==> src/rtl/rmt_pkg.sv <==
// ----------------------------------------------------------------------------
// rmt_pkg
// Shared types and constants for the running median tracker.
// ----------------------------------------------------------------------------
`default_nettype none

package rmt_pkg;

  // sample and median width
  localparam int unsigned DataW = 32;
  // width of the reported sample count
  localparam int unsigned HeldW = 9;
  // cells merged by one first-level tap group
  localparam int unsigned GroupSize = 16;

  // insertion beat broadcast along the cell chain
  typedef struct packed {
    logic                    en;
    logic signed [DataW-1:0] x;
  } insert_t;

endpackage

`default_nettype wire

==> src/rtl/rmt_cell.sv <==
// ----------------------------------------------------------------------------
// rmt_cell
// One slot of the sorted insertion chain. Holds one sample, shifts up from
// its lower neighbor or captures the new sample, and taps its value out when
// it sits at one of the two median positions.
// ----------------------------------------------------------------------------
`default_nettype none

module rmt_cell
  import rmt_pkg::*;
#(
  parameter int unsigned CntW  = 9,
  parameter int unsigned Index = 0
) (
  input  wire logic                    clk_i,
  input  wire insert_t                 ins_i,
  input  wire logic [CntW-1:0]         n_i,
  input  wire logic [CntW-1:0]         lo_idx_i,
  input  wire logic [CntW-1:0]         hi_idx_i,
  input  wire logic signed [DataW-1:0] left_val_i,
  input  wire logic                    left_gt_i,
  output logic signed [DataW-1:0]      val_o,
  output logic                         gt_o,
  output logic        [DataW-1:0]      tap_lo_o,
  output logic        [DataW-1:0]      tap_hi_o
);

  localparam logic [CntW-1:0] Idx = CntW'(Index);

  logic signed [DataW-1:0] val_q, val_d;

  // occupied slot holding a value above the new sample
  assign gt_o = (Idx < n_i) && (val_q > ins_i.x);

  // shift up, take the new sample, or hold
  always_comb begin
    val_d = val_q;
    if (ins_i.en) begin
      if (left_gt_i) begin
        val_d = left_val_i;
      end else if (gt_o || (Idx == n_i)) begin
        val_d = ins_i.x;
      end
    end
  end

  always_ff @(posedge clk_i) begin
    val_q <= val_d;
  end

  assign val_o = val_q;

  // gated taps for the median select tree
  assign tap_lo_o = (Idx == lo_idx_i) ? val_q : '0;
  assign tap_hi_o = (Idx == hi_idx_i) ? val_q : '0;

endmodule

`default_nettype wire

==> config.mk <==
export PLATFORM = sky130hd
export DESIGN_NAME = rmt_cell
export DESIGN_NICKNAME = d
export VERILOG_FILES = /design/src/rtl/rmt_pkg.sv /design/src/rtl/rmt_cell.sv
export SDC_FILE = /design/constraint.sdc
export NUM_CORES = 1
export LEC_CHECK = 0
export BUFFER_PORTS_ARGS = -buffer_cell sky130_fd_sc_hd__buf_2
export CAP_MARGIN = 20
export CORE_MARGIN = 5
export CORE_UTILIZATION = 38
export CTS_BUF_LIST = sky130_fd_sc_hd__clkbuf_4 sky130_fd_sc_hd__clkbuf_8
export DETAILED_ROUTE_END_ITERATION = 10
export GPL_TIMING_DRIVEN = 0
export PLACE_DENSITY = 0.88
export REMOVE_ABC_BUFFERS = 1
export SKIP_CTS_REPAIR_TIMING = 1
export SLEW_MARGIN = 20
export SYNTH_ARGS = -nofsm -noshare
export SYNTH_HDL_FRONTEND = slang
export SYNTH_SLANG_ARGS = --single-unit
==> constraint.sdc <==
create_clock -name clk_i -period 4.7 [get_ports clk_i]
set_input_delay 0.94 -clock clk_i [delete_from_list [all_inputs] [get_ports clk_i]]
set_output_delay 0.94 -clock clk_i [all_outputs]
set_load 0.05 [all_outputs]
# Yosys cells after proc, flatten, opt, wreduce, memory -nomap -nowiden
# Cells that the tools add are included.
# classes
magnitude_cmp,2
n_mux,4
n_reduce_logical,7
# op_table
cell,count
32-bit 2-to-1 mux,4
32-bit > comparator,1
9-bit logical NOT,3
"1-bit by 9-bit < comparator with 1-bit output, first input constant",1
2-bit AND reduction,1
2-bit nonzero test,1
1-bit logical AND,1
1-bit logical OR,1
# word_totals
ff_bits,32
out_inout_bits,97

# Depth between registers and ports, before layout
# depth
ltp_word,5
depth_mapped,8

# Worst setup path before layout
# OpenSTA, ideal clock, no wires.
# synth_timing
path_type,input to register
start,input port ins_i[14] (netlist name)
end,register val_q[0] (netlist: val_o[0]) (enable)
setup_ns,0.441
arrival_time_ns,4.442
required_ns,4.259
setup_slack_ns,-0.183
path_stages,8
path_buffers,0
cell_sequence,inv_1 -> ha_1 -> a21oi_2 -> nand2_1 -> a221o_1 -> o31a_1 -> or4b_4 -> a31oi_1
# synth_between
elab_chain_cells,5
# synth_lines
item,line_no,source
from (decl),rmt_cell.sv:16,"input wire insert_t ins_i,"
32-bit > comparator,rmt_cell.sv:33,assign gt_o = (Idx < n_i) && (val_q > ins_i.x);
1-bit logical AND,rmt_cell.sv:33,
1-bit logical OR,rmt_cell.sv:41,end else if (gt_o || (Idx == n_i)) begin
2-bit nonzero test (no line),-,
2-bit AND reduction (no line),-,
to (signal assigned),rmt_cell.sv:48,val_q <= val_d;
to (decl),rmt_cell.sv:30,"logic signed [DataW-1:0] val_q, val_d;"
# No other way between the ends.
# A chain may end at the register's enable or synchronous reset.

# Worst setup path in the final report
# layout_timing
start,input port ins_i[7] (netlist name)
end,output port gt_o
# layout_between
elab_chain_cells,2
# layout_lines
item,line_no,source
32-bit > comparator,rmt_cell.sv:33,
1-bit logical AND,rmt_cell.sv:33,
to (decl),rmt_cell.sv:23,"output logic gt_o,"
# No other way between the ends.

==> flow_summary.json <==
{
  "root_buffer": "clkbuf_8",
  "max_freq_ghz": 0.2442,
  "std_cell_rows": 30,
  "wl_um": 8065,
  "cts_buffers": 5,
  "reg2reg_to": "val_o[26]",
  "synth_cell_types": 26,
  "ys_seq_elements": 32,
  "syn_area_sq_um": 2587,
  "rrSetupSlack_ns": 1.48,
  "coreArea_sq_um": 6719,
  "regArea_sq_um": 960.9,
  "slew_violations": 0,
  "cts.htree.levels": 2,
  "synth_ff_type": "edfxtp_1",
  "area_growth_pct": 44.78,
  "clock_path_buffers": 2,
  "min_period_ns": 4.095,
  "largest_register_ffs": 32,
  "via_count": 2787,
  "synth_edf_count": 32,
  "grt_first_pass_wirelength_um": 12600,
  "drc_errors": 0,
  "dp_slack_ns": 0.5764,
  "dp.final_hpwl_um": 6820,
  "diodes": 0,
  "cp_max_fo": 3,
  "viasPerCell": 4.864,
  "cp.required_ns": 3.76,
  "fillers": 600,
  "fin_nets": 619,
  "hold_viol": 0,
  "cp-end-kind": "output pin",
  "grt.total_usage": 0.1835,
  "die-height_um": 92.52,
  "port_buffers": 190,
  "yosys_warnings": 0,
  "grt_antenna_before_repair": 0,
  "worstSetupPathType": "input port to output pin",
  "cts.sinks": 32,
  "dpl.cell_count": 566,
  "period_share": 0.8713,
  "clock_latency_ns": 0.28,
  "fin_cells": 573,
  "powerDensity_nw_per_um2": 229.0,
  "reg2regPathDepth": 8,
  "total_power_uw": 857.9,
  "drt-pass1-iter-count": 4,
  "ys_seq_area_frac": 0.3714,
  "initialDrtViolationCount": 41,
  "ios": 191,
  "fin_ws_ns": 0.6050,
  "setup_viol": 0,
  "min_path_cells": 3,
  "path_clk_slew_ns": 0.07,
  "start_util": 0.3851,
  "synth_cells": 303,
  "wl_per_cell_um": 14.08,
  "status": "finished clean",
  "grt_pass1_vias": 2723,
  "setup_tns_ns": 0,
  "worst_clock_skew_ns": 0.01146,
  "place_congestion": 0.8196,
  "crit_path_start_kind": "input port",
  "multi_input_area_sq_um": 1481,
  "grt_max_degree": 65,
  "final_layout_size_suffix_gt1_frac": 0.4199,
  "async_reset_ff_frac": 0,
  "leakage_uw": 0.002072,
  "grt-ovfl-total": 0,
  "drv_cap": 0,
  "cts_tree": "yes",
  "maxSlewHeadroom": 0.3495,
  "worstMarginPinSlew_ns": 0.9757,
  "fin_util": 0.5575,
  "arrival_ns": 3.15,
  "hp-class": "input port to register",
  "rsz0062_at_grt": "false",
  "ant_nets": 0,
  "die_w_um": 92.52,
  "syn_avg_cell_area_sq_um": 8.540,
  "worstHoldEndpoint": "val_o[7]",
  "r2r_start": "val_o[14]",
  "hold_start": "left_val_i[7]",
  "ir_drop_mv": 0.1226,
  "dieArea_sq_um": 8559
}
## metrics by stage
stage               hold slack (ns)  cell area [sq um]
finish                       0.9335               3746
global route                 0.9394               3746
CTS                          0.9287               3746
detailed placement            1.223               3670
global placement              1.216               3590
floorplan                     1.127               2539
## final cells by class
cell class              count  area share
multi-input cells         225      0.3955
repair buffers            196      0.2679
flip-flops and latches     32      0.2565
inverters                  33     0.03307
well taps                  80     0.02672
clock buffers               5     0.01837
clock inverters             2    0.002004
## worst max-delay path by stage
stage,startpoint,to,slack [ns],depth (start not counted)
floorplan,ins_i[14],val_o[0],-0.18,8
global placement,ins_i[7],val_o[1],-1.28,9
detailed placement,ins_i[7],gt_o,0.58,10
CTS,ins_i[7],gt_o,0.57,10
global route,ins_i[7],gt_o,0.51,10
finish,ins_i[7],gt_o,0.61,10
## power breakdown
group,internal (uW),switching [uW]
clock,97.7,99.4
sequential,349,23.1
combinational,97.0,192
total,544,314
## cells by family (layout without fill, tap and decap cells)
| family | after synthesis | in the layout | synth area share |
|---|---|---|---|
| DFF | 32 | 32 | 0.3714 |
| adders and majority gates | 32 | 32 | 0.1547 |
| muxes | 1 | 1 | 0.004352 |
| buffers and inverters | 46 | 236 | 0.06673 |
| AOI/OAI and AO/OA | 58 | 58 | 0.1252 |
| and+or+nand+nor | 134 | 134 | 0.2776 |
## layout by cell type (no fill, tap or decap)
master and count:
inv_1 33, nand4_1 8, a31oi_1 1, a21o_1 1, nor2b_1 1, nor2_1 8
clkinv_1 2, a221o_1 1, nor3_1 1, o21ai_0 34, a211oi_1 1, a31oi_4 1
nor4_2 2, edfxtp_1 32, o31a_1 1, clkbuf_8 5, a2111oi_0 1, nand2_1 41
buf_2 195, ha_1 32, buf_16 1, and2_1 64, a21oi_1 12, nor4_1 5
mux2_2 1, a22oi_1 1, or4b_4 1, nand3_1 3, a21oi_2 1, o211ai_1 3
## critical path, stage by stage
cell     delay [ns]
buf_2          0.08
inv_1          0.05
ha_1           0.32
a21oi_1        0.14
o21ai_0        0.12
a221o_1        0.31
o31a_1         0.32
or4b_4         0.54
nand2_1        0.08
buf_2          0.26
## layer usage
layer	wire, um	up-vias	global-route usage
met5	0	-	0
met4	73	0	0.04084
met3	759	7	0.04712
met2	4085	135	0.3438
met1	3148	1228	0.2069
li1	-	1417	-
## synth_stat cells, types with 7 or more instances
cell type   n  area share
a21oi_1    12       0.023
and2_1     64        0.15
clkbuf_1   12       0.017
edfxtp_1   32        0.37
ha_1       32        0.15
inv_1      33       0.048
nand2_1    41       0.059
nand4_1     8       0.019
nor2_1      8       0.012
nor4_1      7       0.017
o21ai_0    34       0.066
(Power assumes the default switching activity.)
